### config.mk
export PLATFORM = sky130hd
export DESIGN_NAME = ipc_frame_stack
export DESIGN_NICKNAME = d
export VERILOG_FILES = /design/src/hdl/ipc_pkg.sv /design/src/hdl/ipc_frame_stack.sv
export SDC_FILE = /design/constraint.sdc
export NUM_CORES = 1
export LEC_CHECK = 0
export BUFFER_PORTS_ARGS = -buffer_cell sky130_fd_sc_hd__buf_4
export CORE_MARGIN = 2
export CORE_UTILIZATION = 60
export DETAILED_ROUTE_END_ITERATION = 16
export PLACE_DENSITY = 0.75
export SYNTH_ARGS = -nofsm -noshare
export SYNTH_HDL_FRONTEND = slang
export SYNTH_SLANG_ARGS = --single-unit
### constraint.sdc
create_clock -name clk -period 2.3 [get_ports clk]
set_input_delay 0 -clock clk [delete_from_list [all_inputs] [get_ports clk]]
set_output_delay 0 -clock clk [all_outputs]
set_load 0.01 [all_outputs]
### src/hdl/ipc_pkg.sv
// ipc_pkg: shared types and constants for the prefix complement block
// no dependencies; used by every module under hdl
package ipc_pkg;

	localparam int NODE_COUNT  = 65536;
	localparam int NODE_W      = $clog2(NODE_COUNT);
	localparam int CNT_W       = NODE_W + 1;
	localparam int ADDR_BITS   = 32;
	localparam int LEN_W       = $clog2(ADDR_BITS + 1);
	localparam int STACK_DEPTH = ADDR_BITS + 1;
	localparam int SP_W        = $clog2(STACK_DEPTH + 1);
	localparam int SI_W        = $clog2(STACK_DEPTH);
	localparam int TDATA_W     = ((ADDR_BITS + LEN_W + 7) / 8) * 8;
	localparam int PAD_W       = TDATA_W - ADDR_BITS - LEN_W;

	typedef enum logic [1:0] {
		MODE_CLEAR  = 2'd0,
		MODE_INSERT = 2'd1,
		MODE_FETCH  = 2'd2
	} mode_t;

	typedef enum logic [3:0] {
		ST_INIT,
		ST_IDLE,
		ST_IWALK,
		ST_ALLOC,
		ST_ROOT,
		ST_CHILD,
		ST_COV,
		ST_ADV,
		ST_POP,
		ST_FIN
	} state_t;

	typedef struct packed {
		mode_t                  mode;
		logic [ADDR_BITS-1:0]   addr;
		logic [LEN_W-1:0]       len;
	} item_t;

	typedef struct packed {
		logic [ADDR_BITS-1:0]   addr;
		logic [LEN_W-1:0]       len;
		logic                   valid;
		logic                   last;
		logic                   status;
	} res_t;

	typedef struct packed {
		logic                   cov;
		logic [NODE_W-1:0]      c1;
		logic [NODE_W-1:0]      c0;
	} node_ent_t;

	typedef struct packed {
		logic                   c0_en;
		logic                   c1_en;
		logic                   cov_en;
		logic [NODE_W-1:0]      addr;
		node_ent_t              data;
	} nram_wr_t;

	typedef struct packed {
		logic                   ready;
		logic                   done;
	} seq_ctl_t;

endpackage

### src/hdl/ipc_frame_stack.sv
// ipc_frame_stack: node ids of the depth-first walk frames
// one write port, one registered read port; uses ipc_pkg
module ipc_frame_stack (
	input  logic                        clk,
	input  logic                        wr_en,
	input  logic [ipc_pkg::SI_W-1:0]    wr_addr,
	input  logic [ipc_pkg::NODE_W-1:0]  wr_data,
	input  logic                        rd_en,
	input  logic [ipc_pkg::SI_W-1:0]    rd_addr,
	output logic [ipc_pkg::NODE_W-1:0]  rd_data
);

	logic [ipc_pkg::NODE_W-1:0] mem [ipc_pkg::STACK_DEPTH];
	logic [ipc_pkg::NODE_W-1:0] rd_q;

	always_ff @(posedge clk) begin
		if (wr_en) begin
			mem[wr_addr] <= wr_data;
		end
	end

	always_ff @(posedge clk) begin
		if (rd_en) begin
			rd_q <= mem[rd_addr];
		end
	end

	assign rd_data = rd_q;

endmodule

* Word-level counts from Yosys, hierarchy flattened *
Memories as Yosys holds them, arrays and structs flattened. A register that Yosys moved wholly into a read port is not among the register bits.
Cells that the tools add are included.

storage, ports and cells
  word-level logic and storage cells = 3
  memories kept = 1
  bits in registers = 0
  bits in writable memories = 528
  output and inout bits = 16

memory list
  memory  words  bits a word  read ports  clocked after memory_dff  wr ports  line                   text
  mem     33     16           1           1                         1         ipc_frame_stack.sv:13  logic [ipc_pkg::NODE_W-1:0] mem [ipc_pkg::STACK_DEPTH];

operators by class
  multiplexer cells = 2

operator list
  kind    number
  $mux 1  2

* Logic depth before layout (Yosys ltp) *
  depth in word-level cells = 2
  depth in mapped cells = 8
  mapped depth without buffers = 5

* Worst setup path before layout *
Ideal clock, no wire load.

  path kind = in2reg
  start point = input port wr_addr[2] (netlist name)
  end point = memory mem[25][0] (netlist name), enable pin
  stages on the path = 2
  buffers on the path = 0
  setup slack = 0.684 ns
  arrival = 1.228 ns
  required time = 1.912 ns
  cell sequence = or3b_2 > nor2_1

RTL lines
  item         line                   text
  from (decl)  ipc_frame_stack.sv:6   input logic [ipc_pkg::SI_W-1:0] wr_addr,
  to (decl)    ipc_frame_stack.sv:13

Straight into the memory's write port.

==> qor.yml <==
worst_setup_path:
  cp_top_family: "compound AO/OA/AOI/OAI gates"
  crit_chain: "mux2i_1, a22o_1, a221oi_1, o22ai_1, buf_4, o41ai_2"
  worst_setup_path_start_kind: "flop"
  worstPathMaxFanout: 1
  arrival_ps: 2480
  end_kind: "flop"
  path_class: "flop to flop"
  path_buf_inv: 1
  crit_path_max_incr_delay_ps: 540
  critPathSlowestCell: "a221oi_1"
  worstPathRequired_ps: 2700
clock_tree:
  post_cts_buffers: 0
  clk_latency_ps: 580
  htreeDepth: 2
  clock_path_buffers: 3
  root_buffer: "clkbuf_16"
  clk_pin_slew_ps: 60
  clock-sinks: 544
  cts_tree: "built"
  numCtsBuffers: 52
routing:
  drtPass1Iterations: 6
  drt_iter0_drc: 1298
  vias: 11320
  vias_per_cell: 6.381
  wl_per_cell_um: 27.73
  drcViolationCount: 0
  antenna_left: 0
  wirelength_mm: 49.20
timing:
  relSlewSlack_pct: 30.79
  finalCriticalPeriod_ps: 2087
  tightest_slew_ps: 1038
  timing.fmax_mhz: 479.1
  grt_setup_unrepaired: "no"
  hold_violations: 0
  finalMaxSlewViolations: 0
  hold_slack_ps: 22.50
  finClkSkew_ps: 24.09
  setup_viol: 0
  fin_tns_setup_ps: 0
  fin_ws_ps: 212.9
  post-route-period-util_pct: 90.74
outcome:
  status: "complete, no violations"
grt:
  grt_max_degree: 44
  grt_pass1_wl_mm: 72.22
  grt_overflow_total: 0
  antenna_found_initial: 1
  grt_pass1_vias: 11080
  grt_usage_pct: 27.36
synthesis:
  ys_types: 27
  synth_fp_nets: 1163
  synth_top_flop_cell: "edfxtp_1"
  synth_compound_area_share_pct: 7.313
  avgSynthCellArea_um2: 18.76
  synth_edf_count: 544
  synth_most_common_cell: "edfxtp_1"
  synthArstFlopShare_pct: 0
  synth.largest_area_cell: "edfxtp_1"
  synthTopCellsByCount: "edfxtp_1 (544), mux2i_1 (256), a22oi_1 (64)"
  syn_area_mm2: 0.02123
  yosys-mux-area-fraction_pct: 12.07
  ys_ff_latch: 544
  synth_xor_area_share_pct: 0
  ys_warn_count: 0
  synthSimpleGateAreaFrac_pct: 1.550
  synth_top_family_by_area: "multiplexers"
  syn-instance-count: 1132
  synth_area_leaders: "edfxtp_1 (77%), mux2i_1 (12%), a22oi_1 (2.3%)"
  synth_top_area_share_pct: 76.94
  ys_seq_area_share_pct: 76.94
  synth_fa_ha_area_share_pct: 0
pwr:
  leakage_nw: 8.590
  powerDensity_mw_per_mm2: 834.9
  ir_drop_uv: 635.3
  power_mw: 20.34
place:
  dp_hpwl_mm: 29.30
  dp_cells: 1661
  placed_cell_area_mm2: 0.02256
  gp_congestion: 0.8617
  pre_cts_ws_ps: -5.605
  port_buffers: 46
die:
  initial_core_util_pct: 61.16
  die_width_um: 192.1
  dieArea_mm2: 0.03691
  core-area_mm2: 0.03471
  die_y_um: 192.1
  ios: 47
  rows: 68
cells_and_area:
  utilization_pct: 70.16
  final_area_mm2: 0.02436
  area_delta_synth_final_pct: 14.72
  finalNonFillerCells: 1774
  drive_gt1_share_pct: 17.59
  layout.nets: 1310
  n_antenna_cell: 0
flow_run:
  drv_cap: 0
hold_path:
  worstHoldPathType: "input pin to flop"
metal layers:
metal | GRT usage, % | up-vias | share of wire [%]
li1 | - | 4916 | -
met1 | 39.70 | 5707 | 40
met2 | 42.34 | 616 | 47
met3 | 5.445 | 79 | 10
met4 | 8.779 | 2 | 2.7
met5 | 0 | - | 0.020
power breakdown:
part	leakage [nW]	internal, mW	switching (mW)
registers	4.91	11.0	0.0314
logic	2.89	0.445	0.732
clock network	0.796	4.64	3.49
total	8.59	16.1	4.25
timing repair:
item                                   in CTS  in global routing
hold buffers                               19                  0
gates resized for setup                     0                  0
endpoints found under the hold margin     545                  0
cell usage in the layout, fill, tap and decap left out:
cell type / count
clkinv_1: 16
nor2_1: 35
mux2i_1: 256
or3b_2: 2
a22o_1: 32
buf_8: 1
a22oi_1: 64
dlygate4sd3_1: 19
clkbuf_16: 53
bufinv_16: 4
a221oi_2: 1
nand2b_1: 2
nand2_1: 20
nor2b_1: 2
nand3b_1: 4
a21oi_1: 32
inv_6: 2
buf_12: 10
or3_1: 1
nand3_1: 3
edfxtp_1: 544
a221oi_1: 31
and2_2: 1
o22ai_1: 16
clkinv_2: 11
nor2b_4: 2
or2_2: 1
buf_4: 129
o41ai_1: 2
nor2_4: 1
clkbuf_1: 8
o41ai_2: 14
worst reg2reg max path, delay by kind of cell (launching register included):
kind	cells	cell delay, ps
DFF	1	330
AOI/OAI and AO/OA	4	1310
muxes	1	70
buffers and inverters	1	200
worst paths after layout:
check                                  from           to  slack (ps)  cells after the start
worst max-delay path              mem[1][9]   rd_data[9]         210                      6
worst min-delay path             rd_addr[5]  rd_data[15]          20                      3
worst max register to register    mem[1][9]   rd_data[9]         210                      6
worst min register to register  mem[32][15]  rd_data[15]         500                      2
logic make-up after synthesis:
| logic type | after synthesis |
|---|---|
| multiplexers | 256 |
| flip-flops | 544 |
| AND/OR/NAND/NOR | 74 |
| AO/OA/AOI/OAI | 192 |
| buffers and inverters | 66 |
flip-flops by register name (all words and copies together) (netlist names):
register and flops:
mem 528, rd_data 16
layout make-up:
type                    instances  area, um^2
flip-flops and latches        544       16340
fillers                      2170       10360
multi-input cells             522        4468
repair buffers                159        1374
clock buffers                  61        1356
well taps                     455       569.3
clock inverters                33       252.7
No activity file was read; power rests on OpenSTA's default activity.
