`src/hdl/ipc_pkg.sv`:
```
// ipc_pkg: shared types and constants for the prefix complement block
// no dependencies; used by every module under hdl
package ipc_pkg;

	localparam int NODE_COUNT  = 65536;
	localparam int NODE_W      = $clog2(NODE_COUNT);
	localparam int CNT_W       = NODE_W + 1;
	localparam int ADDR_BITS   = 32;
	localparam int LEN_W       = $clog2(ADDR_BITS + 1);
	localparam int STACK_DEPTH = ADDR_BITS + 1;
	localparam int SP_W        = $clog2(STACK_DEPTH + 1);
	localparam int SI_W        = $clog2(STACK_DEPTH);
	localparam int TDATA_W     = ((ADDR_BITS + LEN_W + 7) / 8) * 8;
	localparam int PAD_W       = TDATA_W - ADDR_BITS - LEN_W;

	typedef enum logic [1:0] {
		MODE_CLEAR  = 2'd0,
		MODE_INSERT = 2'd1,
		MODE_FETCH  = 2'd2
	} mode_t;

	typedef enum logic [3:0] {
		ST_INIT,
		ST_IDLE,
		ST_IWALK,
		ST_ALLOC,
		ST_ROOT,
		ST_CHILD,
		ST_COV,
		ST_ADV,
		ST_POP,
		ST_FIN
	} state_t;

	typedef struct packed {
		mode_t                  mode;
		logic [ADDR_BITS-1:0]   addr;
		logic [LEN_W-1:0]       len;
	} item_t;

	typedef struct packed {
		logic [ADDR_BITS-1:0]   addr;
		logic [LEN_W-1:0]       len;
		logic                   valid;
		logic                   last;
		logic                   status;
	} res_t;

	typedef struct packed {
		logic                   cov;
		logic [NODE_W-1:0]      c1;
		logic [NODE_W-1:0]      c0;
	} node_ent_t;

	typedef struct packed {
		logic                   c0_en;
		logic                   c1_en;
		logic                   cov_en;
		logic [NODE_W-1:0]      addr;
		node_ent_t              data;
	} nram_wr_t;

	typedef struct packed {
		logic                   ready;
		logic                   done;
	} seq_ctl_t;

endpackage

```
`src/hdl/ipc_seq.sv`:
```
// ipc_seq: sequencer for insert, clear and complement walk over the node table
// drives ipc_node_ram and ipc_frame_stack ports; uses ipc_pkg
module ipc_seq (
	input  logic                        clk,
	input  logic                        arst_n,
	input  logic                        start,
	input  ipc_pkg::item_t              item,
	input  logic                        out_free,
	output ipc_pkg::seq_ctl_t           ctl,
	output ipc_pkg::res_t               res,
	output ipc_pkg::nram_wr_t           nram_wr,
	output logic                        nram_rd_en,
	output logic [ipc_pkg::NODE_W-1:0]  nram_rd_addr,
	input  ipc_pkg::node_ent_t          nram_rd_data,
	output logic                        stk_wr_en,
	output logic [ipc_pkg::SI_W-1:0]    stk_wr_addr,
	output logic [ipc_pkg::NODE_W-1:0]  stk_wr_data,
	output logic                        stk_rd_en,
	output logic [ipc_pkg::SI_W-1:0]    stk_rd_addr,
	input  logic [ipc_pkg::NODE_W-1:0]  stk_rd_data
);

	ipc_pkg::state_t                   state_q, state_d;
	logic [ipc_pkg::ADDR_BITS-1:0]     addr_q, addr_d;
	logic [ipc_pkg::LEN_W-1:0]         len_q, len_d;
	logic [ipc_pkg::NODE_W-1:0]        node_q, node_d;
	logic [ipc_pkg::LEN_W-1:0]         level_q, level_d;
	logic [ipc_pkg::CNT_W-1:0]         used_q, used_d;
	logic                              any_q, any_d;
	logic                              started_q, started_d;
	logic [ipc_pkg::SP_W-1:0]          depth_q, depth_d;
	logic [ipc_pkg::STACK_DEPTH-1:0]   ph_q, ph_d;
	logic [ipc_pkg::NODE_W-1:0]        cur_q, cur_d;
	logic [ipc_pkg::NODE_W-1:0]        cand_q, cand_d;
	ipc_pkg::res_t                     res_q, res_d;

	logic [ipc_pkg::ADDR_BITS-1:0]     shl;
	logic                              ins_bit;
	logic                              alloc_bit;
	logic [ipc_pkg::NODE_W-1:0]        ins_c;
	logic [ipc_pkg::LEN_W-1:0]         need;
	logic [ipc_pkg::CNT_W:0]           used_sum;
	logic                              full;
	logic [ipc_pkg::NODE_W-1:0]        fresh;
	logic                              last_lvl;
	logic [ipc_pkg::SP_W-1:0]          top;
	logic                              ph_top;
	logic [ipc_pkg::NODE_W-1:0]        walk_c;
	logic [ipc_pkg::ADDR_BITS-1:0]     emit_addr;
	logic [ipc_pkg::LEN_W-1:0]         len_clamp;

	// frame below the top: depth minus two
	function automatic logic [ipc_pkg::SI_W-1:0] SI_SEL(input logic [ipc_pkg::SP_W-1:0] d);
		logic [ipc_pkg::SP_W-1:0] t;
		t = d - ipc_pkg::SP_W'(2);
		return t[ipc_pkg::SI_W-1:0];
	endfunction

	assign shl      = addr_q << level_q;
	assign ins_bit  = shl[ipc_pkg::ADDR_BITS-1];
	// branch bit below the node being allocated
	assign alloc_bit = shl[ipc_pkg::ADDR_BITS-2];
	assign ins_c    = ins_bit ? nram_rd_data.c1 : nram_rd_data.c0;
	assign need     = len_q - level_q;
	assign used_sum = {1'b0, used_q} + (ipc_pkg::CNT_W + 1)'(need);
	assign full     = used_sum > (ipc_pkg::CNT_W + 1)'(ipc_pkg::NODE_COUNT);
	assign fresh    = used_q[ipc_pkg::NODE_W-1:0];
	assign last_lvl = (level_q + 1'b1) == len_q;
	assign top      = depth_q - 1'b1;
	assign ph_top   = ph_q[top[ipc_pkg::SI_W-1:0]];
	assign walk_c   = ph_top ? nram_rd_data.c1 : nram_rd_data.c0;
	assign len_clamp = (item.len > ipc_pkg::LEN_W'(ipc_pkg::ADDR_BITS)) ?
		ipc_pkg::LEN_W'(ipc_pkg::ADDR_BITS) : item.len;

	always_comb begin
		for (int k = 0; k < ipc_pkg::ADDR_BITS; k++) begin
			emit_addr[ipc_pkg::ADDR_BITS-1-k] = ph_q[k] & (ipc_pkg::SP_W'(k) < depth_q);
		end
	end

	always_ff @(posedge clk or negedge arst_n) begin
		if (!arst_n) begin
			state_q   <= ipc_pkg::ST_INIT;
			used_q    <= ipc_pkg::CNT_W'(1);
			any_q     <= 1'b0;
			started_q <= 1'b0;
			depth_q   <= '0;
		end else begin
			state_q   <= state_d;
			used_q    <= used_d;
			any_q     <= any_d;
			started_q <= started_d;
			depth_q   <= depth_d;
		end
	end

	always_ff @(posedge clk) begin
		addr_q  <= addr_d;
		len_q   <= len_d;
		node_q  <= node_d;
		level_q <= level_d;
		ph_q    <= ph_d;
		cur_q   <= cur_d;
		cand_q  <= cand_d;
		res_q   <= res_d;
	end

	always_comb begin
		state_d      = state_q;
		addr_d       = addr_q;
		len_d        = len_q;
		node_d       = node_q;
		level_d      = level_q;
		used_d       = used_q;
		any_d        = any_q;
		started_d    = started_q;
		depth_d      = depth_q;
		ph_d         = ph_q;
		cur_d        = cur_q;
		cand_d       = cand_q;
		res_d        = res_q;
		nram_wr      = '0;
		nram_rd_en   = 1'b0;
		nram_rd_addr = '0;
		stk_wr_en    = 1'b0;
		stk_wr_addr  = '0;
		stk_wr_data  = '0;
		stk_rd_en    = 1'b0;
		stk_rd_addr  = '0;
		ctl.done     = 1'b0;
		ctl.ready    = (state_q == ipc_pkg::ST_IDLE);

		case (state_q)
			ipc_pkg::ST_INIT: begin
				nram_wr.c0_en  = 1'b1;
				nram_wr.c1_en  = 1'b1;
				nram_wr.cov_en = 1'b1;
				state_d        = ipc_pkg::ST_IDLE;
			end
			ipc_pkg::ST_IDLE: begin
				if (start) begin
					res_d   = '0;
					state_d = ipc_pkg::ST_FIN;
					case (item.mode)
						ipc_pkg::MODE_CLEAR: begin
							used_d         = ipc_pkg::CNT_W'(1);
							any_d          = 1'b0;
							started_d      = 1'b0;
							depth_d        = '0;
							nram_wr.c0_en  = 1'b1;
							nram_wr.c1_en  = 1'b1;
							nram_wr.cov_en = 1'b1;
						end
						ipc_pkg::MODE_INSERT: begin
							addr_d     = item.addr;
							len_d      = len_clamp;
							node_d     = '0;
							level_d    = '0;
							nram_rd_en = 1'b1;
							state_d    = ipc_pkg::ST_IWALK;
						end
						ipc_pkg::MODE_FETCH: begin
							if (!started_q) begin
								started_d = 1'b1;
								depth_d   = '0;
								if (!any_q) begin
									res_d.valid = 1'b1;
								end else begin
									nram_rd_en = 1'b1;
									state_d    = ipc_pkg::ST_ROOT;
								end
							end else if (depth_q == '0) begin
								res_d.last = 1'b1;
							end else begin
								nram_rd_en   = 1'b1;
								nram_rd_addr = cur_q;
								state_d      = ipc_pkg::ST_CHILD;
							end
						end
						default: begin
							state_d = ipc_pkg::ST_FIN;
						end
					endcase
				end
			end
			ipc_pkg::ST_IWALK: begin
				if ((level_q < len_q) && (ins_c != '0)) begin
					node_d       = ins_c;
					level_d      = level_q + 1'b1;
					nram_rd_en   = 1'b1;
					nram_rd_addr = ins_c;
				end else if (full) begin
					res_d.status = 1'b1;
					state_d      = ipc_pkg::ST_FIN;
				end else begin
					any_d        = 1'b1;
					started_d    = 1'b0;
					depth_d      = '0;
					nram_wr.addr = node_q;
					if (level_q == len_q) begin
						nram_wr.cov_en   = 1'b1;
						nram_wr.data.cov = 1'b1;
						state_d          = ipc_pkg::ST_FIN;
					end else begin
						if (ins_bit) begin
							nram_wr.c1_en   = 1'b1;
							nram_wr.data.c1 = fresh;
						end else begin
							nram_wr.c0_en   = 1'b1;
							nram_wr.data.c0 = fresh;
						end
						state_d = ipc_pkg::ST_ALLOC;
					end
				end
			end
			ipc_pkg::ST_ALLOC: begin
				nram_wr.c0_en    = 1'b1;
				nram_wr.c1_en    = 1'b1;
				nram_wr.cov_en   = 1'b1;
				nram_wr.addr     = fresh;
				nram_wr.data.cov = last_lvl;
				nram_wr.data.c0  = (!last_lvl && !alloc_bit) ? fresh + 1'b1 : '0;
				nram_wr.data.c1  = (!last_lvl && alloc_bit) ? fresh + 1'b1 : '0;
				used_d           = used_q + 1'b1;
				level_d          = level_q + 1'b1;
				if (last_lvl) begin
					state_d = ipc_pkg::ST_FIN;
				end
			end
			ipc_pkg::ST_ROOT: begin
				if (!nram_rd_data.cov) begin
					stk_wr_en = 1'b1;
					ph_d[0]   = 1'b0;
					depth_d   = ipc_pkg::SP_W'(1);
					cur_d     = '0;
					state_d   = ipc_pkg::ST_CHILD;
				end else begin
					res_d.last = 1'b1;
					state_d    = ipc_pkg::ST_FIN;
				end
			end
			ipc_pkg::ST_CHILD: begin
				if (depth_q > ipc_pkg::SP_W'(ipc_pkg::ADDR_BITS)) begin
					ph_d[top[ipc_pkg::SI_W-1:0]] = 1'b1;
					state_d = ipc_pkg::ST_ADV;
				end else if (walk_c != '0) begin
					cand_d       = walk_c;
					nram_rd_en   = 1'b1;
					nram_rd_addr = walk_c;
					state_d      = ipc_pkg::ST_COV;
				end else begin
					res_d.valid = 1'b1;
					res_d.addr  = emit_addr;
					res_d.len   = depth_q;
					state_d     = ipc_pkg::ST_ADV;
				end
			end
			ipc_pkg::ST_COV: begin
				if (nram_rd_data.cov) begin
					state_d = ipc_pkg::ST_ADV;
				end else begin
					stk_wr_en   = 1'b1;
					stk_wr_addr = depth_q[ipc_pkg::SI_W-1:0];
					stk_wr_data = cand_q;
					ph_d[depth_q[ipc_pkg::SI_W-1:0]] = 1'b0;
					depth_d     = depth_q + 1'b1;
					cur_d       = cand_q;
					state_d     = ipc_pkg::ST_CHILD;
				end
			end
			ipc_pkg::ST_ADV: begin
				if (depth_q == '0) begin
					res_d.last = !res_q.valid;
					state_d    = ipc_pkg::ST_FIN;
				end else if (!ph_top) begin
					ph_d[top[ipc_pkg::SI_W-1:0]] = 1'b1;
					if (res_q.valid) begin
						state_d = ipc_pkg::ST_FIN;
					end else begin
						nram_rd_en   = 1'b1;
						nram_rd_addr = cur_q;
						state_d      = ipc_pkg::ST_CHILD;
					end
				end else begin
					depth_d = top;
					if (depth_q >= ipc_pkg::SP_W'(2)) begin
						stk_rd_en   = 1'b1;
						stk_rd_addr = SI_SEL(depth_q);
						state_d     = ipc_pkg::ST_POP;
					end
				end
			end
			ipc_pkg::ST_POP: begin
				cur_d   = stk_rd_data;
				state_d = ipc_pkg::ST_ADV;
			end
			ipc_pkg::ST_FIN: begin
				if (out_free) begin
					ctl.done = 1'b1;
					state_d  = ipc_pkg::ST_IDLE;
				end
			end
			default: begin
				state_d = ipc_pkg::ST_IDLE;
			end
		endcase
	end

	assign res = res_q;

	a_depth_range: assert property (@(posedge clk) disable iff (!arst_n)
		depth_q <= ipc_pkg::SP_W'(ipc_pkg::STACK_DEPTH))
		else $error("walk depth beyond stack");

	a_used_range: assert property (@(posedge clk) disable iff (!arst_n)
		(used_q != '0) && (used_q <= ipc_pkg::CNT_W'(ipc_pkg::NODE_COUNT)))
		else $error("node count out of range");

	a_alloc_room: assert property (@(posedge clk) disable iff (!arst_n)
		(state_q == ipc_pkg::ST_ALLOC) |-> (used_q < ipc_pkg::CNT_W'(ipc_pkg::NODE_COUNT)))
		else $error("allocation past end of node table");

	a_fin_result: assert property (@(posedge clk) disable iff (!arst_n)
		(state_q == ipc_pkg::ST_FIN && res_q.valid) |-> (!res_q.last && !res_q.status))
		else $error("valid result also flagged last or refused");

	a_pop_then_adv: assert property (@(posedge clk) disable iff (!arst_n)
		(state_q == ipc_pkg::ST_POP) |=> (state_q == ipc_pkg::ST_ADV))
		else $error("pop not followed by advance");

endmodule

```
`config.mk`:
```
export PLATFORM = sky130hd
export DESIGN_NAME = ipc_seq
export DESIGN_NICKNAME = d
export VERILOG_FILES = /design/src/hdl/ipc_pkg.sv /design/src/hdl/ipc_seq.sv
export SDC_FILE = /design/constraint.sdc
export NUM_CORES = 1
export LEC_CHECK = 0
export BUFFER_PORTS_ARGS = -buffer_cell sky130_fd_sc_hd__buf_2
export CAP_MARGIN = 30
export CORE_MARGIN = 5
export CORE_UTILIZATION = 56
export CTS_CLUSTER_DIAMETER = 120
export CTS_CLUSTER_SIZE = 16
export DETAILED_ROUTE_END_ITERATION = 10
export GPL_TIMING_DRIVEN = 0
export PLACE_DENSITY_LB_ADDON = 0.1
export SLEW_MARGIN = 20
export SYNTH_ARGS = -nofsm -noshare
export SYNTH_HDL_FRONTEND = slang
export SYNTH_SLANG_ARGS = --single-unit
```
`constraint.sdc`:
```
create_clock -name clk -period 8.2 [get_ports clk]
set_input_delay 2.46 -clock clk [delete_from_list [all_inputs] [get_ports clk]]
set_output_delay 2.46 -clock clk [all_outputs]
set_load 0.05 [all_outputs]
```
# Yosys cells after proc, flatten, opt, wreduce, memory -nomap -nowiden
# Cells that the tools add are included.
dict set report classes {
  n_addsub 8
  magnitude_cmp 41
  n_mux 137
  n_reduce_logical 39
  bitwise 36
  n_eq_ne 35
  shift 1
}
# op count
set op_table {}
lappend op_table {{16-bit 2-to-1 mux} 23}
lappend op_table {{33-bit 2-to-1 mux} 4}
lappend op_table {{52-bit 2-to-1 mux} 2}
lappend op_table {{6-bit 2-to-1 mux} 17}
lappend op_table {{49-bit one-hot mux with 2 select lines} 1}
lappend op_table {{5-bit by 6-bit < comparator with 1-bit output (first input constant)} 16}
lappend op_table {{32-bit one-hot mux with 3 select lines} 1}
lappend op_table {{39-bit 2-to-1 mux} 2}
lappend op_table {{39-bit one-hot mux with 2 select lines} 1}
lappend op_table {{16-bit one-hot mux with 4 select lines} 1}
lappend op_table {{4-bit 2-to-1 mux} 15}
lappend op_table {{4-bit by 6-bit < comparator with 1-bit output (first input constant)} 8}
lappend op_table {{16-bit one-hot mux with 3 select lines} 1}
lappend op_table {{1-bit 2-to-1 mux} 41}
lappend op_table {{41-bit 2-to-1 mux} 1}
lappend op_table {{4-bit one-hot mux with 9 select lines} 1}
lappend op_table {{17-bit 2-to-1 mux} 2}
lappend op_table {{2-bit != test (second input constant)} 17}
lappend op_table {{17-bit one-hot mux with 2 select lines} 1}
lappend op_table {{33-bit bitwise AND} 1}
lappend op_table {{33-bit NOT} 1}
lappend op_table {{33-bit bitwise OR} 1}
lappend op_table {{1-bit bitwise AND} 32}
lappend op_table {{32-bit 2-to-1 mux} 1}
lappend op_table {{58 further kinds} 106}
dict set report totals {
  register_bits 195
  input_bits 93
  output_inout_bits 142
}

# Depth between registers and ports, before layout
dict set report depth {
  depth_word 9
  depth_mapped 19
  mapped_depth_nobuf 18
}

# Worst setup path before layout
# No wires, ideal clock.
dict set report synth_path {
  path_kind {reg-to-output}
  startpoint {register level_q[2] (netlist bit)}
  endpoint {output nram_wr[1] (netlist bit)}
  required_ns 5.740
  path_slack_ns 0.705
  t_arrival_ns 5.035
  stages_incl_launch_ff 20
  n_path_buf 3
  path_cell_list {edfxtp_1 -> buf_2 -> buf_2 -> inv_1 -> ha_1 -> a21oi_1 -> o21bai_1 -> a21oi_1 -> xnor2_1 -> ha_1 -> and3_1 -> a221oi_1 -> nor2_1 -> mux2i_1 -> o21a_1 -> a2111oi_2 -> o21ai_2 -> nor4_2 -> buf_2 -> a32o_1}
}
# item line
set synth_rtl {}
lappend synth_rtl {{from (decl)} ipc_seq.sv:27} ;# logic [ipc_pkg::LEN_W-1:0] level_q, level_d;
lappend synth_rtl {{from (signal assigned)} ipc_seq.sv:101} ;# level_q <= level_d;
lappend synth_rtl {{to (decl)} ipc_seq.sv:11} ;# output ipc_pkg::nram_wr_t nram_wr,

==> results.yml <==
grt:
  grt_pass1_wl_um: 60600
  grt_max_degree: 30
  antenna_found_initial: 1
  grt_pass1_vias: 10700
  overflow: 0
  grt_util_all_layers: 0.318
clocking:
  numCtsBuffers: 17
  cts_sinks: 195
  cts-htree-levels: 4
  cts_buffer_depth: 2
  cts.clk_slew.worst_paths_ps: 70
  tritoncts: "built"
  clock-root-buffer: "clkbuf_16"
  ctsHoldBuffers: 0
  insertion_delay_ps: 440
setup_path:
  critPathCaptureType: "output port"
  crit_chain: "clkbuf_4, clkbuf_4, inv_1, ha_1, a21oi_1, o21bai_1, a21oi_1, xnor2_1, ha_1, and3_1, a221oi_4, nor2_1, nor4b_1, nand4_1, a2111oi_4, o21ai_4, nor4_4, buf_4, a22o_1, clkbuf_4"
  reg2reg_from: "depth_q[0]"
  path_class: "flip-flop to output port"
  slowest_delay_ps: 520
  crit_path_top_delay_cell: "a2111oi_4"
  path_buf_inv: 5
  start_kind: "flip-flop"
  critPathLaunch: "level_q[2]"
  worstPathMaxFanout: 10
  critPathRequiredTime_ps: 5740
  worstPathArrival_ps: 5590
  crit_top_cell: "clkbuf_4"
  path_delay_family: "compound AO/OA/AOI/OAI gates"
synth:
  synth_area_um2: 12000
  synth_cells: 1169
  synth-main-ff-cell: "edfxtp_1"
  syn_avg_cell_area_um2: 10.3
  ys_seq_area_frac: 0.476
  ys_warn_count: 0
  synth_cell_type_count: 77
  synth_enable_flop_cells: 166
  async_flop_share: 0.149
  ys_ff_latch: 195
  synth_nets: 1290
power:
  power_w: 0.00476
  peakVddDrop_uv: 161
  leakage_nw: 6.09
  p_per_area_nw_per_um2: 331
cells_and_area:
  syn_to_final_growth_pct: 19.6
  fillers: 1714
  nets: 1554
  drive_gt1_frac: 0.246
  multi_input_area_um2: 5920
  ff_latch_area_um2: 5710
die:
  rows: 53
  io_pins: 235
  core_um2: 21100
  dieHeight_um: 156
  die_area_um2: 24500
  start_util: 0.569
  die_width_um: 156
timing:
  hold_viol: 0
  clock.fmax_mhz: 124
  tightest_slew_ps: 977
  post-route-period-util: 0.982
  setup_viol: 0
  whs_ps: 553
  drv_slew: 0
  finalWorstSetupSlack_ps: 148
  period_needed_ps: 8050
  fin_skew_ps: 16.6
  relSlewSlack: 0.343
worst_hold_path:
  worstHoldStart: "any_q"
  hold_class: "flip-flop to flip-flop"
detailed_routing:
  dr.pass1.iters: 7
  wirelength_um: 39700
  wl_per_cell_um: 23.1
  route.detailed.drc: 0
  vias: 11000
  vias_per_cell: 6.41
  first_iter_violations: 1338
  antenna_left: 0
placement:
  port_buffers: 233
  hpwl_um: 30100
  gp_congestion: 0.980
  pre_cts_ws_ps: -424
run_status:
  status: "finished, final reports clean"
run:
  maxCapViolations: 0
## kinds of logic after synthesis
logic type,after synthesis,share of synthesized area
AOI/OAI and AO/OA,342,0.200
DFF,195,0.476
buffers and inverters,117,0.0384
muxes,74,0.0786
adders and majority gates,28,0.0305
xor gates and xnor gates,30,0.0225
and+or+nand+nor,383,0.154
## timing repair
item	CTS	global route
pin swaps	3	2
gates resized for setup	7	22
setup buffers	3	2
setup endpoints to repair	50	73
gates cloned	0	0
## area by class of cell
type                    count  area share
multi-input cells         857       0.412
flip-flops and latches    195       0.398
repair buffers            245      0.0927
clock buffers              18      0.0299
well taps                 275      0.0240
plain buffers              77      0.0227
inverters                  40      0.0107
clock inverters            14     0.00967
diodes                      1    0.000174
## power breakdown
part / internal [W] / switching, W
sequential: 0.00129 / 0.000130
clock: 0.000406 / 0.000420
combinational: 0.000804 / 0.00171
## flip-flops by register name, indices dropped and copies added, names as in the netlist
signal / count
level_q: 6
cur_q: 16
started_q: 1
any_q: 1
cand_q: 16
node_q: 16
state_q: 4
depth_q: 6
addr_q: 32
res: 41
used_q: 17
len_q: 6
ph_q: 33
## synthesized netlist by cell type, types with 15 or more instances
library cell	n	area, um^2
mux2_2	21	236
inv_1	37	139
xnor2_1	15	131
and3_1	39	244
nor2_1	124	465
dfrtp_1	28	701
nand3_1	42	210
ha_1	26	325
o21ai_0	90	450
a221o_1	15	150
a21oi_1	61	305
nand2_1	73	274
mux2i_1	38	380
nor3_1	30	150
a21o_1	36	270
a22o_1	49	429
edfxtp_1	166	4980
clkbuf_1	57	214
## cells in the final DEF (no fill, tap or decap), types with 17 or more instances in the layout
cell type | synthesis | final
buf_2 | 11 | 230
edfxtp_1 | 166 | 166
nor2_1 | 124 | 123
o21ai_0 | 90 | 90
nand2_1 | 73 | 73
a21oi_1 | 61 | 61
clkbuf_1 | 57 | 55
a22o_1 | 49 | 49
nand3_1 | 42 | 41
and3_1 | 39 | 38
mux2i_1 | 38 | 38
inv_1 | 37 | 37
a21o_1 | 36 | 36
dfrtp_1 | 28 | 28
nor3_1 | 30 | 26
ha_1 | 26 | 26
mux2_2 | 21 | 21
clkbuf_16 | 0 | 17
## worst register-to-register path, stage by stage (launching register included)
cell and delay (ps):
dfrtp_1 470, clkbuf_1 430, clkinvlp_4 440, ha_1 510, clkbuf_1 460, nor2b_1 390, a22oi_1 200, a31oi_1 310
o221ai_4 220, clkbuf_1 330, o21ai_0 390, nand3_1 210, nor2_4 520, buf_16 230
## routing by layer
layer | global-route usage | wire [um] | part of all wire
met2 | 0.492 | 18300 | 0.46
met4 | 0.0942 | 1090 | 0.028
met5 | 0 | 0 | 0
met3 | 0.0741 | 4560 | 0.11
met1 | 0.450 | 15700 | 0.40
## path summary, 6_finish.rpt
kind	endpoint	slack, ps	cells past startpoint
min	any_q	550	1
min reg2reg	any_q	550	1
max reg2reg	ph_q[12]	2800	13
max	nram_wr[5]	150	20
min in group asynchronous	used_q[10]	2080	1
max in group asynchronous	depth_q[2]	5630	1
## metrics by stage
stage	cell area (um^2)	TNS, ps	utilization	std cells
after floorplan	12000	0	-	1169
after global placement	13500	-9450	0.641	1677
after detailed placement	13600	-8230	0.647	1684
after CTS	14300	0	0.677	1719
after global routing	14400	-1130	0.681	1722
final	14400	0	0.681	1722
(Power assumes the default switching activity.)
